**config.mk**
```make
export PLATFORM = sky130hd
export DESIGN_NAME = websocket_frame_deframer_core_flat
export DESIGN_NICKNAME = d
export VERILOG_FILES = /design/src/design/wsd_pkg.sv /design/src/design/wsd_ifs.sv /design/src/design/wsd_parser.sv /design/src/design/websocket_frame_deframer_core.sv /design/src/flat_wrapper.sv
export SDC_FILE = /design/constraint.sdc
export NUM_CORES = 1
export LEC_CHECK = 0
export BUFFER_PORTS_ARGS = -buffer_cell sky130_fd_sc_hd__buf_2
export CORE_MARGIN = 5
export CORE_UTILIZATION = 50
export CTS_CLUSTER_DIAMETER = 60
export DETAILED_ROUTE_END_ITERATION = 16
export PLACE_DENSITY = 0.76
export SETUP_SLACK_MARGIN = 0.4
export SYNTH_ARGS = -nofsm -noshare
export SYNTH_HDL_FRONTEND = slang
export SYNTH_SLANG_ARGS = --single-unit
export TNS_END_PERCENT = 10
```
**constraint.sdc**
```tcl
create_clock -name clk -period 10.9 [get_ports clk]
set_input_delay 1.09 -clock clk [delete_from_list [all_inputs] [get_ports clk]]
set_output_delay 1.09 -clock clk [all_outputs]
set_load 0.01 [all_outputs]
```
**src/design/wsd_pkg.sv**
```systemverilog
// shared types and constants for the websocket frame deframer
`timescale 1ns / 1ps

package wsd_pkg;

  // frame opcodes
  localparam logic [3:0] OP_CONT  = 4'h0;
  localparam logic [3:0] OP_TEXT  = 4'h1;
  localparam logic [3:0] OP_BIN   = 4'h2;
  localparam logic [3:0] OP_CLOSE = 4'h8;
  localparam logic [3:0] OP_PING  = 4'h9;
  localparam logic [3:0] OP_PONG  = 4'hA;

  // 7-bit length codes that announce an extended length
  localparam logic [6:0] LEN_EXT16 = 7'h7E;
  localparam logic [6:0] LEN_EXT64 = 7'h7F;

  localparam int unsigned MASK_BYTES = 4;
  localparam int unsigned MASK_IDX_W = $clog2(MASK_BYTES);

  typedef enum logic [2:0] {
    ACT_FRAGMENT    = 3'd0,
    ACT_PING        = 3'd1,
    ACT_PONG        = 3'd2,
    ACT_MESSAGE     = 3'd3,
    ACT_CLOSE_ECHO  = 3'd4,
    ACT_CLOSE_QUIET = 3'd5,
    ACT_IGNORED     = 3'd6
  } action_t;

  typedef struct packed {
    logic [7:0] payload_byte;
    logic [3:0] opcode;
    logic       final_fragment;
    logic       last_of_frame;
    logic       empty_frame;
    action_t    action;
    logic       completes_message;
  } wsd_result_t;

endpackage

```
**src/design/wsd_ifs.sv**
```systemverilog
// byte and result channel interfaces
`timescale 1ns / 1ps

interface wsd_byte_if;
  logic       valid;
  logic       ready;
  logic [7:0] rx_byte;

  modport source (output valid, output rx_byte, input ready);
  modport sink (input valid, input rx_byte, output ready);
endinterface

interface wsd_res_if import wsd_pkg::*; ();
  logic       valid;
  logic       ready;
  logic [7:0] payload_byte;
  logic [3:0] opcode;
  logic       final_fragment;
  logic       last_of_frame;
  logic       empty_frame;
  logic [2:0] action;
  logic       completes_message;

  modport source (output valid, output payload_byte, output opcode, output final_fragment,
                  output last_of_frame, output empty_frame, output action,
                  output completes_message, input ready);
  modport sink (input valid, input payload_byte, input opcode, input final_fragment,
                input last_of_frame, input empty_frame, input action,
                input completes_message, output ready);
endinterface

```
**src/design/wsd_parser.sv**
```systemverilog
// frame parse state and per-byte result logic
`timescale 1ns / 1ps

module wsd_parser import wsd_pkg::*; (
  input  logic        clk,
  input  logic        rst,
  input  logic        accept,
  input  logic [7:0]  rx_byte,
  input  logic        link_open,
  output logic        emit,
  output wsd_result_t result
);

  typedef enum logic [2:0] {
    PH_HDR0,
    PH_HDR1,
    PH_EXT,
    PH_MASK,
    PH_DATA
  } phase_t;

  phase_t                phase, phase_next;
  logic                  fin_bit, fin_bit_next;
  logic [3:0]            frame_opcode, frame_opcode_next;
  logic                  mask_present, mask_present_next;
  logic                  len_long, len_long_next;
  logic [2:0]            hdr_count, hdr_count_next;
  logic [63:0]           length_left, length_left_next;
  logic [7:0]            mask_key [MASK_BYTES];
  logic [MASK_IDX_W-1:0] mask_idx, mask_idx_next;
  logic                  fragment_pending, fragment_pending_next;

  logic                  key_we;
  logic [2:0]            count_inc;
  logic                  do_after, do_done, do_finish, mask_sel;
  logic [63:0]           len_val;
  logic                  is_frag;
  action_t               act;

  assign is_frag = !fin_bit || (frame_opcode == OP_CONT);

  always_comb begin
    if (is_frag) begin
      act = ACT_FRAGMENT;
    end else begin
      case (frame_opcode)
        OP_PING:          act = ACT_PING;
        OP_PONG:          act = ACT_PONG;
        OP_TEXT, OP_BIN:  act = ACT_MESSAGE;
        OP_CLOSE:         act = link_open ? ACT_CLOSE_ECHO : ACT_CLOSE_QUIET;
        default:          act = ACT_IGNORED;
      endcase
    end
  end

  always_comb begin
    phase_next            = phase;
    fin_bit_next          = fin_bit;
    frame_opcode_next     = frame_opcode;
    mask_present_next     = mask_present;
    len_long_next         = len_long;
    hdr_count_next        = hdr_count;
    length_left_next      = length_left;
    mask_idx_next         = mask_idx;
    fragment_pending_next = fragment_pending;
    key_we                = 1'b0;
    count_inc             = hdr_count + 3'd1;
    do_after              = 1'b0;
    do_done               = 1'b0;
    do_finish             = 1'b0;
    mask_sel              = mask_present;
    len_val               = length_left;
    emit                  = 1'b0;

    result.payload_byte      = rx_byte;
    result.opcode            = frame_opcode;
    result.final_fragment    = fin_bit;
    result.last_of_frame     = 1'b0;
    result.empty_frame       = 1'b0;
    result.action            = act;
    result.completes_message = !is_frag && fragment_pending;

    if (accept) begin
      unique case (phase)
        PH_HDR0: begin
          fin_bit_next      = rx_byte[7];
          frame_opcode_next = rx_byte[3:0];
          phase_next        = PH_HDR1;
        end
        PH_HDR1: begin
          mask_present_next = rx_byte[7];
          mask_sel          = rx_byte[7];
          hdr_count_next    = 3'd0;
          if (rx_byte[6:0] == LEN_EXT16 || rx_byte[6:0] == LEN_EXT64) begin
            len_long_next    = (rx_byte[6:0] == LEN_EXT64);
            length_left_next = '0;
            phase_next       = PH_EXT;
          end else begin
            len_val          = 64'(rx_byte[6:0]);
            length_left_next = len_val;
            do_after         = 1'b1;
          end
        end
        PH_EXT: begin
          len_val          = {length_left[55:0], rx_byte};
          length_left_next = len_val;
          hdr_count_next   = count_inc;
          // 64-bit length ends when the 3-bit count wraps
          if (len_long ? (count_inc == 3'd0) : (count_inc >= 3'd2)) begin
            do_after = 1'b1;
          end
        end
        PH_MASK: begin
          key_we         = 1'b1;
          hdr_count_next = count_inc;
          if (count_inc[2]) begin
            hdr_count_next = 3'd0;
            do_done        = 1'b1;
          end
        end
        PH_DATA: begin
          emit = 1'b1;
          if (mask_present) begin
            result.payload_byte = rx_byte ^ mask_key[mask_idx];
          end
          result.last_of_frame = (length_left == 64'd1);
          length_left_next     = length_left - 64'd1;
          mask_idx_next        = mask_idx + 1'b1;
          if (length_left == 64'd1) begin
            do_finish = 1'b1;
          end
        end
        default: begin
          phase_next = PH_HDR0;
        end
      endcase

      if (do_after) begin
        hdr_count_next = 3'd0;
        if (mask_sel) begin
          phase_next = PH_MASK;
        end else begin
          do_done = 1'b1;
        end
      end

      if (do_done) begin
        mask_idx_next = '0;
        if (len_val == 64'd0) begin
          // empty frame: one result with no payload
          emit                 = 1'b1;
          result.payload_byte  = 8'd0;
          result.last_of_frame = 1'b1;
          result.empty_frame   = 1'b1;
          do_finish            = 1'b1;
        end else begin
          phase_next = PH_DATA;
        end
      end

      if (do_finish) begin
        phase_next = PH_HDR0;
        if (is_frag) begin
          if (!result.empty_frame) begin
            fragment_pending_next = 1'b1;
          end
        end else begin
          fragment_pending_next = 1'b0;
        end
      end
    end
  end

  always_ff @(posedge clk) begin
    if (rst) begin
      phase            <= PH_HDR0;
      fin_bit          <= 1'b0;
      frame_opcode     <= OP_CONT;
      mask_present     <= 1'b0;
      len_long         <= 1'b0;
      hdr_count        <= 3'd0;
      length_left      <= '0;
      mask_idx         <= '0;
      fragment_pending <= 1'b0;
      for (int i = 0; i < MASK_BYTES; i++) begin
        mask_key[i] <= 8'd0;
      end
    end else begin
      phase            <= phase_next;
      fin_bit          <= fin_bit_next;
      frame_opcode     <= frame_opcode_next;
      mask_present     <= mask_present_next;
      len_long         <= len_long_next;
      hdr_count        <= hdr_count_next;
      length_left      <= length_left_next;
      mask_idx         <= mask_idx_next;
      fragment_pending <= fragment_pending_next;
      if (key_we) begin
        mask_key[hdr_count[MASK_IDX_W-1:0]] <= rx_byte;
      end
    end
  end

endmodule

```
**src/design/websocket_frame_deframer_core.sv**
```systemverilog
// top level of the websocket frame deframer
`timescale 1ns / 1ps

//  channel    dir   handshake        payload
//  rx         in    valid / ready    rx_byte
//  res        out   valid / ready    payload_byte, opcode, final_fragment, last_of_frame,
//                                    empty_frame, action, completes_message
//  cfg        in    cfg_wr_en        cfg_wr_data (link_open)
//
//  one byte per cycle while res is not stalled; a result shows up in the cycle after its byte is taken
//  header bytes give no result; each payload byte gives one, an empty frame gives one
//  the output register frees the input side: rx is ready while res is empty or being taken
//  synchronous active-high reset; link_open comes out of reset set

module websocket_frame_deframer_core import wsd_pkg::*; (
  input  logic       clk,
  input  logic       rst,
  input  logic       cfg_wr_en,
  input  logic       cfg_wr_data,
  wsd_byte_if.sink   rx,
  wsd_res_if.source  res
);

  logic        link_open;
  logic        accept;
  logic        emit;
  wsd_result_t result;
  wsd_result_t res_q;
  logic        res_valid;

  // take a new byte whenever the result register can move on this cycle
  assign rx.ready = !res_valid || res.ready;
  assign accept   = rx.valid && rx.ready;

  wsd_parser u_parser (
    .clk       (clk),
    .rst       (rst),
    .accept    (accept),
    .rx_byte   (rx.rx_byte),
    .link_open (link_open),
    .emit      (emit),
    .result    (result)
  );

  // config register; the user must write it only while the block is idle, the block does not enforce this
  always_ff @(posedge clk) begin
    if (rst) begin
      link_open <= 1'b1;
    end else if (cfg_wr_en) begin
      link_open <= cfg_wr_data;
    end
  end

  // result register
  always_ff @(posedge clk) begin
    if (rst) begin
      res_valid <= 1'b0;
    end else if (accept && emit) begin
      res_valid <= 1'b1;
    end else if (res.ready) begin
      res_valid <= 1'b0;
    end
  end

  always_ff @(posedge clk) begin
    if (accept && emit) begin
      res_q <= result;
    end
  end

  assign res.valid             = res_valid;
  assign res.payload_byte      = res_q.payload_byte;
  assign res.opcode            = res_q.opcode;
  assign res.final_fragment    = res_q.final_fragment;
  assign res.last_of_frame     = res_q.last_of_frame;
  assign res.empty_frame       = res_q.empty_frame;
  assign res.action            = res_q.action;
  assign res.completes_message = res_q.completes_message;

endmodule

```
**src/flat_wrapper.sv**
```systemverilog
// flat-port wrapper written by rule: the top's interface ports become plain ports
module websocket_frame_deframer_core_flat import wsd_pkg::*;
  (clk, rst, cfg_wr_en, cfg_wr_data, rx_valid, rx_rx_byte, rx_ready, res_valid, res_payload_byte, res_opcode, res_final_fragment, res_last_of_frame, res_empty_frame, res_action, res_completes_message, res_ready);
  wsd_byte_if rx_i ();
  wsd_res_if res_i ();
  input  logic clk;
  input  logic rst;
  input  logic cfg_wr_en;
  input  logic cfg_wr_data;
  input wire logic [$bits(rx_i.valid)-1:0] rx_valid;
  input wire logic [$bits(rx_i.rx_byte)-1:0] rx_rx_byte;
  output wire logic [$bits(rx_i.ready)-1:0] rx_ready;
  output wire logic [$bits(res_i.valid)-1:0] res_valid;
  output wire logic [$bits(res_i.payload_byte)-1:0] res_payload_byte;
  output wire logic [$bits(res_i.opcode)-1:0] res_opcode;
  output wire logic [$bits(res_i.final_fragment)-1:0] res_final_fragment;
  output wire logic [$bits(res_i.last_of_frame)-1:0] res_last_of_frame;
  output wire logic [$bits(res_i.empty_frame)-1:0] res_empty_frame;
  output wire logic [$bits(res_i.action)-1:0] res_action;
  output wire logic [$bits(res_i.completes_message)-1:0] res_completes_message;
  input wire logic [$bits(res_i.ready)-1:0] res_ready;
  assign rx_i.valid = rx_valid;
  assign rx_i.rx_byte = rx_rx_byte;
  assign rx_ready = rx_i.ready;
  assign res_valid = res_i.valid;
  assign res_payload_byte = res_i.payload_byte;
  assign res_opcode = res_i.opcode;
  assign res_final_fragment = res_i.final_fragment;
  assign res_last_of_frame = res_i.last_of_frame;
  assign res_empty_frame = res_i.empty_frame;
  assign res_action = res_i.action;
  assign res_completes_message = res_i.completes_message;
  assign res_i.ready = res_ready;
  websocket_frame_deframer_core u_core (.clk(clk), .rst(rst), .cfg_wr_en(cfg_wr_en), .cfg_wr_data(cfg_wr_data), .rx(rx_i), .res(res_i));
endmodule
```
After elaboration in Yosys (flattened, before gate mapping)
Memory sizes are Yosys's and may differ from the RTL's. A register that Yosys moved wholly into a read port is not among the register bits.
Index checks and enable logic that the tools add are counted.

storage, ports and cells
  flip-flop bits (word level) = 101
  RAM bits = 32
  bits of input ports = 14
  word-level logic and storage cells = 128
  memories kept = 1

operators by class
  add/subtract/negate cells = 3
  $lt $le $gt $ge = 1
  eq/ne operators = 13
  multiplexer cells = 65
  bitwise gates (word level) = 1
  reduce and logical (&&, ||, !) cells = 26

memory list
  memory                    words  width  rd ports  clocked after Yosys merged registers in  write ports  RTL line          text
  u_core.u_parser.mask_key  4      8      1         1                                        4            wsd_parser.sv:29  logic [7:0] mask_key [MASK_BYTES];

operator list
  kind                   number
  $pmux 64 s3            1
  $mux 64                2
  $pmux 64 s2            1
  $eq 64x1->1 const B    1
  $logic_not 64->1       1
  $sub 64x1->64 const B  1
  $mux 8                 6
  $mux 1                 34
  $mux 3                 7
  $mux 2                 9
  $pmux 3 s3             2
  $eq 7x7->1 const B     2
  $eq 4x4->1 const B     3
  $pmux 3 s4             1
  $reduce_and 2->1       4
  $reduce_or 8->1        1
  $xor 8x8->8            1
  $mux 7                 1
  $eq 3x2->1 const B     2
  $logic_not 3->1        2
  $reduce_and 3->1       2
  $eq 4x1->1 const B     1
  $eq 4x2->1 const B     1
  $logic_not 4->1        1
  other kinds (15)       22

Depth between registers and ports, before layout
Gate-level depths: netlist of the first run.

  depth after elaboration = 12
  gate-level depth with buffers = 9
  depth with buffers taken out = 8

Modules after synthesis
Synthesis of the first run repeated with hierarchy kept, for this count alone.

second synthesis, totals
  cell total of the unflattened synthesis = 857
  area, all modules = 7,526.0 um^2

modules (own cells, without submodules)
  module                         times used  cells an instance  area each (um^2)  seq. area each (um^2)
  wsd_parser                     1           829                6,865.3           2,602.5
  websocket_frame_deframer_core  1           28                 660.6             610.6

Worst setup path before layout of the first run
OpenSTA, ideal clock, no wires.

  path kind = input to register
  from = input rx_rx_byte[6]
  to = register u_core.res_q, in the netlist u_core.res.action[0], enable pin
  setup time = 0.401 ns
  data arrival time = 3.477 ns
  data required time = 10.499 ns
  setup slack = 7.021 ns
  stages = 7
  path through = clkbuf_1 nand4_1 o21a_1 a221oi_1 nand4b_1 a211o_1 a21oi_1

on the way
  longest elaborated chain between the ends = 10
  elaborated cells between the ends (all ways) = 16
  classes of those cells = 2 x eq/ne; 11 x mux; 3 x reduce/logical

ends and longest elaborated chain
  element                                     RTL line                              text
  from (decl)                                 flat_wrapper.sv:11                    input wire logic [$bits(rx_i.rx_byte)-1:0] rx_rx_byte;
  $eq 7x7->1                                  wsd_parser.sv:94                      if (rx_byte[6:0] == LEN_EXT16 || rx_byte[6:0] == LEN_EXT64) begin
  $logic_or 1x1->1                            wsd_parser.sv:94
  $mux 64 or $mux 1 (tied branches)           wsd_parser.sv:94
  $pmux 64 s2 or $pmux 1 s2 (tied branches)   wsd_parser.sv:84                      unique case (phase)
  $mux 64 or $mux 1 (tied branches)           wsd_parser.sv:83                      if (accept) begin
  $logic_not 64->1 or $mux 1 (tied branches)  wsd_parser.sv:149, wsd_parser.sv:138
  $mux 1, on equally long branches            wsd_parser.sv:149, wsd_parser.sv:83
  $mux 1 *                                    wsd_parser.sv:147                     if (do_done) begin
  $mux 1 *                                    wsd_parser.sv:83
  $logic_and 1x1->1 *                         websocket_frame_deframer_core.sv:66   if (accept && emit) begin
  to (signal assigned)                        websocket_frame_deframer_core.sv:67   res_q <= result;
  to (decl)                                   websocket_frame_deframer_core.sv:28   wsd_result_t res_q;

Mark *: on every way between the ends. The rest lies on a longest branch, timed or not. The select of a mux whose other input is x is not followed.
A chain may end at the register's enable or synchronous reset.

Worst setup path in the final report of the first run
  from = register u_core.u_parser.phase[1]
  to = register u_core.u_parser.length_left[63]

on the way
  longest elaborated chain between the ends = 3
  elaborated cells between the ends (all ways) = 6
  classes of those cells = 3 x eq/ne; 1 x mux; 2 x reduce/logical

ends and longest elaborated chain
  element                             RTL line           text
  from (decl)                         wsd_parser.sv:22   phase_t phase, phase_next;
  from (signal assigned)              wsd_parser.sv:189  phase <= phase_next;
  $eq 3x3->1 (tied with other cells)  wsd_parser.sv:84
  $reduce_bool 3->1 (no line)         n/a
  $reduce_and 2->1 (no line)          n/a
  to (signal assigned)                wsd_parser.sv:195  length_left <= length_left_next;
  to (decl)                           wsd_parser.sv:28   logic [63:0] length_left, length_left_next;

Parallel ways exist; a longest one is shown, timed or not.

==> run metrics, run 1 <==
EDFF count, synth about 50; Min-Delay Path Class register to register; syn_nets about 880; CP peak stage delay roughly 1000 ps; GR Util All Layers 22.7%; main flop type after synthesis dfxtp_1; RSZ-0062 raised after global routing false; Starting Density 51.5%; DP Wirelength 13000 um; Placed Area between 7000 and 8000 um^2; Cell Rows 44; vias in the first global route about 6.4k; setup TNS 0 ps; Final min period 4110 ps; antenna cell count 0; Routed WL per cell 18.5 um; total CTS buffers 17; htree depth 4; die height around 130 um; DRT antenna net count 0; drt total wl 19700 um; Syn-to-layout area delta 10.9%; TritonRoute pass-1 iters 5; Mean Syn Cell Area 8.72 um^2; Worst EP arrival 4450 ps; critical path's most frequent cell buf_4; pwr/cell area 169 nW/um^2; Slew @ Worst Pin 1190 ps; Max Fclk 243 MHz; crit path launch u_core.u_parser.phase[1]; Fillers approximately 1.3k; GP Congestion 0.887; Static Leak 3.05 nW; Die Area 17600 um^2; synth top area cells dfxtp_1, edfxtp_1, nor2_1, nand2_1, a21oi_1; Hold Vio Cnt, Final 0; Finish-stage setup viols 0; post-synthesis compound-gate area fraction about a fifth; endpoint class of the critical path register; critical path launch point type register; synthesized instance count around 860; WS Path Type register to register; largest family of logic cells by synthesized area simple AND/OR/NAND/NOR gates; Port Buf Inserts 34; final non-filler cell area 8360 um^2; initial antenna violation count 0; Critical Path Slowest Stage Cell nor3b_2; Nets 884; CP Depth 8; post-synthesis xor/xnor area fraction 1.74%; Post-CTS Setup Inserts 0; DR vias around 6.9k; Yosys top cell area share 22.3%; biggest area consumer among synthesized cells dfxtp_1; 1st-iter DRT viols 910; fin. max-slew vios 0; CTS clk-pin slew, worst paths approximately 60 ps; WP buf/inv 2; post-synthesis register bit count 135; Worst path top cell family by delay simple AND/OR/NAND/NOR gates; Root Buffer clkbuf_16; crit share post-route 37.7%; share of layout cells above drive strength 1 13.6%; Worst Skew 9.62 ps; CP Cell Sequence nor3b_2 > buf_4 > nor3_1 > nor2_2 > buf_4 > nand4_2 > or2_1 > o311ai_2; Post-route DRC 0; reg2reg path depth 8; RR Startpoint u_core.u_parser.phase[1]; largest net degree at the start of global routing 60; total congestion overflow 0; Mapped Area around 7500 um^2; Yosys cell types 75; Sink Count 135; multi-input combinational cell area 4060 um^2; chip width approximately 130 um; simple logic cell fraction of the synthesized area a little over a quarter; total of max-cap violations 0; Syn. warnings 0; # hold bufs at CTS 0; Synth Area in Adders 0.830%; Register Area 3210 um^2; Vias/cell about 6.5; insertion delay to the later sink of the worst-skew pair roughly 430 ps; CTS tree done; global-route wire length before repair 32800 um; sequential share of the synthesized area between 40 and 50%; mux contribution to synthesized area 3.60%; clock tree buffer depth 2; I/O pins 35; flop2flop setup slack a little under 7000 ps; Core ar. 14600 um^2; CP max FO 29; Worst slew margin 20.3%; CP Data Required Time 11240 ps; maximum vdd drop about 0.11 mV; asr flop ratio synth 0%; status finished clean; cts repair resizes 0; crit path capture u_core.u_parser.length_left[63]; Crit Reg-Reg Endpoint u_core.u_parser.length_left[63]
[registers in the layout, indices dropped and copies added, names as in the netlist, 2 cells and up, named ones only]
name                          cells
u_core.res.action                 3
u_core.u_parser.mask_key         32
u_core.u_parser.mask_idx          2
u_core.res.payload_byte           8
u_core.u_parser.phase             3
u_core.res.opcode                 4
u_core.u_parser.frame_opcode      4
u_core.u_parser.hdr_count         3
u_core.u_parser.length_left      64
[layout by cell type (no fill, tap or decap), types with 17 or more instances in the layout]
cell type	netlist	routed
a21oi_1	60	59
a31oi_1	18	18
and2_1	37	37
buf_2	3	34
clkbuf_16	0	17
dfxtp_1	84	84
edfxtp_1	51	51
nand2_1	82	81
nand3_1	39	39
nor2_1	83	82
nor3_1	34	34
o21ai_0	48	48
[report_power, final]
group | switching, mW | leakage (nW) | internal [mW]
registers | 0.0210 | 1.18 | 0.544
logic | 0.199 | 1.59 | 0.106
clock network | 0.245 | 0.272 | 0.300
[layer usage]
| metal | share of wire (%) | track usage (%) | up-vias |
|---|---|---|---|
| li1 | - | - | 3259 |
| met1 | 45 | 31.4 | 3311 |
| met2 | 46 | 35.3 | 309 |
| met3 | 7.5 | 6.15 | 30 |
| met4 | 1.5 | 6.35 | 0 |
| met5 | 0 | 0 | - |
[synth_stat cells (all sizes together) (7+ instances only)]
cell    instances
a211oi          7
a21oi          60
a221oi          7
a22oi          13
a31oi          18
and2           39
and3           10
clkbuf         58
dfxtp          84
edfxtp         51
inv            11
mux2i           8
mux4            8
nand2          82
nand2b          7
nand3          40
nand4          11
nor2           83
nor3           36
nor4           22
o211ai          8
o21ai          49
o311ai          9
or2            11
or3            12
or4            15
xnor2           7
xor2            8
[kinds of logic after synthesis]
| logic type | after synthesis |
|---|---|
| AOI/OAI and AO/OA | 228 |
| adders and majority gates | 5 |
| DFF | 135 |
| and+or+nand+nor | 389 |
| buffers and inverters | 75 |
| xor gates and xnor gates | 15 |
| muxes | 17 |
[final cells by class]
| cell class | instances | share of cell area, % |
|---|---|---|
| multi-input combinational | 654 | 48.5 |
| sequential | 135 | 38.4 |
| clock buffer | 17 | 5.09 |
| timing repair buffer | 46 | 3.11 |
| tap | 184 | 2.75 |
| clock inverter | 15 | 1.59 |
| inverter | 11 | 0.494 |
[per-stage QoR]
stage               cells  setup WS, ps  hold WS, ps  power [mW]  util (%)
finish               1062          6790          482        1.42      57.1
global route         1062          6570          515        1.48      57.1
CTS                  1062          6880          481        1.42      57.1
detailed placement   1030          6890          472       0.873      53.3
global placement     1030          7000          450       0.871      53.3
floorplan             864          7020          436       0.802         -
[worst reg2reg max path, delay by kind of cell, from the launching register on]
kind                   cells  cell delay [ps]
and+or+nand+nor            5             2360
buffers and inverters      2              890
DFF                        1              540
AOI/OAI and AO/OA          1              220
[how the worst min path moves through the flow]
stage / startpoint / to / slack, ps / depth (start not counted)
2_1_floorplan: u_core.u_parser.hdr_count[2] / u_core.u_parser.hdr_count[2] / 440 / 2
3_3_place_gp: u_core.u_parser.hdr_count[2] / u_core.u_parser.hdr_count[2] / 450 / 2
3_5_place_dp: u_core.u_parser.fin_bit / u_core.res.final_fragment / 470 / 0
4_1_cts: u_core.u_parser.fin_bit / u_core.res.final_fragment / 480 / 0
5_1_grt: u_core.u_parser.hdr_count[2] / u_core.u_parser.hdr_count[2] / 520 / 2
6_report: u_core.u_parser.fin_bit / u_core.res.final_fragment / 480 / 0
No activity file was read; power rests on OpenSTA's default activity.
==> run 2: changes to the inputs <==
- clock period: 10.9 -> 4 ns (I/O delays scaled with it)
==> run 2 against run 1 <==
Against the previous run: critical path depth decreased by 1; final cell count increased by 0.66%; register-to-register slack got worse by 6000 ps; sequential cell count did not move; non-clock buffer count grew 7; worst hold slack lost 290 ps; worst setup slack lost 6000 ps; sequential share of layout area is 0.52 points lower; via count increased by 0.39%; final area up 1.4%; routed wire length up 4.3%.
==> run metrics, run 2 (same netlist as run 1, synthesis figures left out) <==
critical path launch point type register; Syn-to-layout area delta 12.5%; total CTS buffers 17 (unchanged); Starting Density 51.5% (unchanged); Cell Rows 44 (unchanged); Placement Setup Slack 838 ps (-6060 ps); clock tree buffer depth 2 (unchanged); most common cell after layout, fill and taps aside dfxtp_1; max reg flops 64 (unchanged); RSZ-0062 raised after global routing false; die height 133 um (unchanged); CP max FO 17 (-41%); drt total wl 20500 um (+4.3%); endpoint class of the critical path register; Static Leak 3.12 nW (+2.2%); Hold Vio Cnt, Final 0 (unchanged); CTS tree done; Post-route DRC 0 (unchanged); # hold bufs at CTS 0 (unchanged); pwr/cell area 476 nW/um^2 (+180%); GP Congestion 0.906 (+2.1%); antenna cell count 0 (unchanged); Nets 891 (+0.79%); chip width 133 um (unchanged); insertion delay to the later sink of the worst-skew pair 430 ps (about the same); Worst EP arrival 3330 ps (-1120 ps); Port Buf Inserts 34 (unchanged); Die Area 17600 um^2 (unchanged); Post-CTS Setup Inserts 0 (unchanged); Final min period 3220 ps (-891 ps); Max Fclk 311 MHz (+28%); DRT antenna net count 0 (unchanged); vias in the first global route 6426 (-0.19%); htree depth 4 (unchanged); Worst Skew 11.0 ps (+1.35 ps); status finished clean; Slew @ Worst Pin 876 ps (-314 ps); Tot Pwr 4.03 mW (+180%); DP Wirelength 13500 um (+3.7%); WS Path Type register to register; Core ar. 14600 um^2 (unchanged); most flop-heavy register u_core.u_parser.length_left; I/O pins 35 (unchanged); crit share post-route 80.5% (+43 points); total of max-cap violations 0 (unchanged); GR Util All Layers 23.5% (+0.74 points); Root Buffer clkbuf_16; Worst slew margin 40.8% (+21 points); global-route wire length before repair 33900 um (+3.4%); Final Non-Filler Cells 1069 (+0.66%); setup TNS 0 ps (unchanged); fin. max-slew vios 0 (unchanged); Min-Delay Path Class input pin to register; Finish-stage setup viols 0 (unchanged); Sink Count 135 (unchanged); 1st-iter DRT viols 720 (-21%); Vias/cell 6.49 (-0.27%); CP Data Required Time 4110 ps (-7130 ps); TritonRoute pass-1 iters 8 (+3); cts repair resizes 0 (unchanged); share of layout cells above drive strength 1 14.1% (+0.57 points); DP Cell Count 1037 (+0.68%); largest net degree at the start of global routing 80 (+33%); DR vias 6936 (+0.39%); CTS clk-pin slew, worst paths 60 ps (about the same); Routed WL per cell 19.2 um (+3.7%); most frequent cells in the layout dfxtp_1, nor2_1, nand2_1; fin util 57.9% (+0.78 points); initial antenna violation count 0 (unchanged); total congestion overflow 0 (unchanged); Final WS setup 780 ps (-6010 ps); maximum vdd drop 0.367 mV (+230%)
-- run 2: cell types whose count changed in the layout (fill, tap and decap cells not counted) --
| cell | previous run | this run |
|---|---|---|
| inv_6 | 7 | 3 |
| buf_4 | 12 | 19 |
| bufinv_16 | 0 | 3 |
| clkinvlp_4 | 2 | 0 |
| clkinv_4 | 2 | 4 |
| clkbuf_1 | 0 | 1 |
-- run 2: stage by stage --
step / hold WS (ps) / instance area (um^2)
final: 191 / 8470
after global routing: 201 / 8470
after CTS: 178 / 8470
after detailed placement: 458 / 7850
after global placement: 449 / 7850
after floorplan: 436 / 7530
-- run 2: final cells by class --
type                    instances  area (um^2)
clock buffers                  18          429
clock inverters                14          190
fillers                      1301         6170
inverters                      11         41.3
multi-input cells             654         4060
flip-flops and latches        135         3210
well taps                     184          230
repair buffers                 53          313
-- run 2: worst max-delay path, stage by stage (launching register included) --
cell     delay (ps)
dfxtp_1         380
or4_4           610
or2_2           350
nor4_2          410
a31oi_1         260
a211o_1         400
a21oi_2         210
buf_4           280
-- run 2: final timing paths --
| path | from | endpoint | slack [ps] | cells after the start |
|---|---|---|---|---|
| hold reg to reg | u_core.u_parser.hdr_count[2] | u_core.u_parser.hdr_count[2] | 470 | 2 |
| setup reg to reg | u_core.u_parser.length_left[8] | u_core.res.action[2] | 780 | 7 |
| setup / recovery | u_core.u_parser.length_left[8] | u_core.res.action[2] | 780 | 7 |
| hold / removal | cfg_wr_en | u_core.link_open | 190 | 2 |
-- run 2: where the power goes --
part	total [mW]	leakage (nW)	internal [mW]	switching (mW)
registers	1.54	1.18	1.48	0.0587
clock network	1.65	0.305	1.00	0.645
logic	0.843	1.63	0.296	0.547
total	4.03	3.12	2.78	1.25
-- run 2: metal layers --
metal,part of all wire [%],GRT usage [%]
met4,2.4,8.95
met5,0,0
met2,46,36.0
met1,44,32.3
met3,7.5,5.54
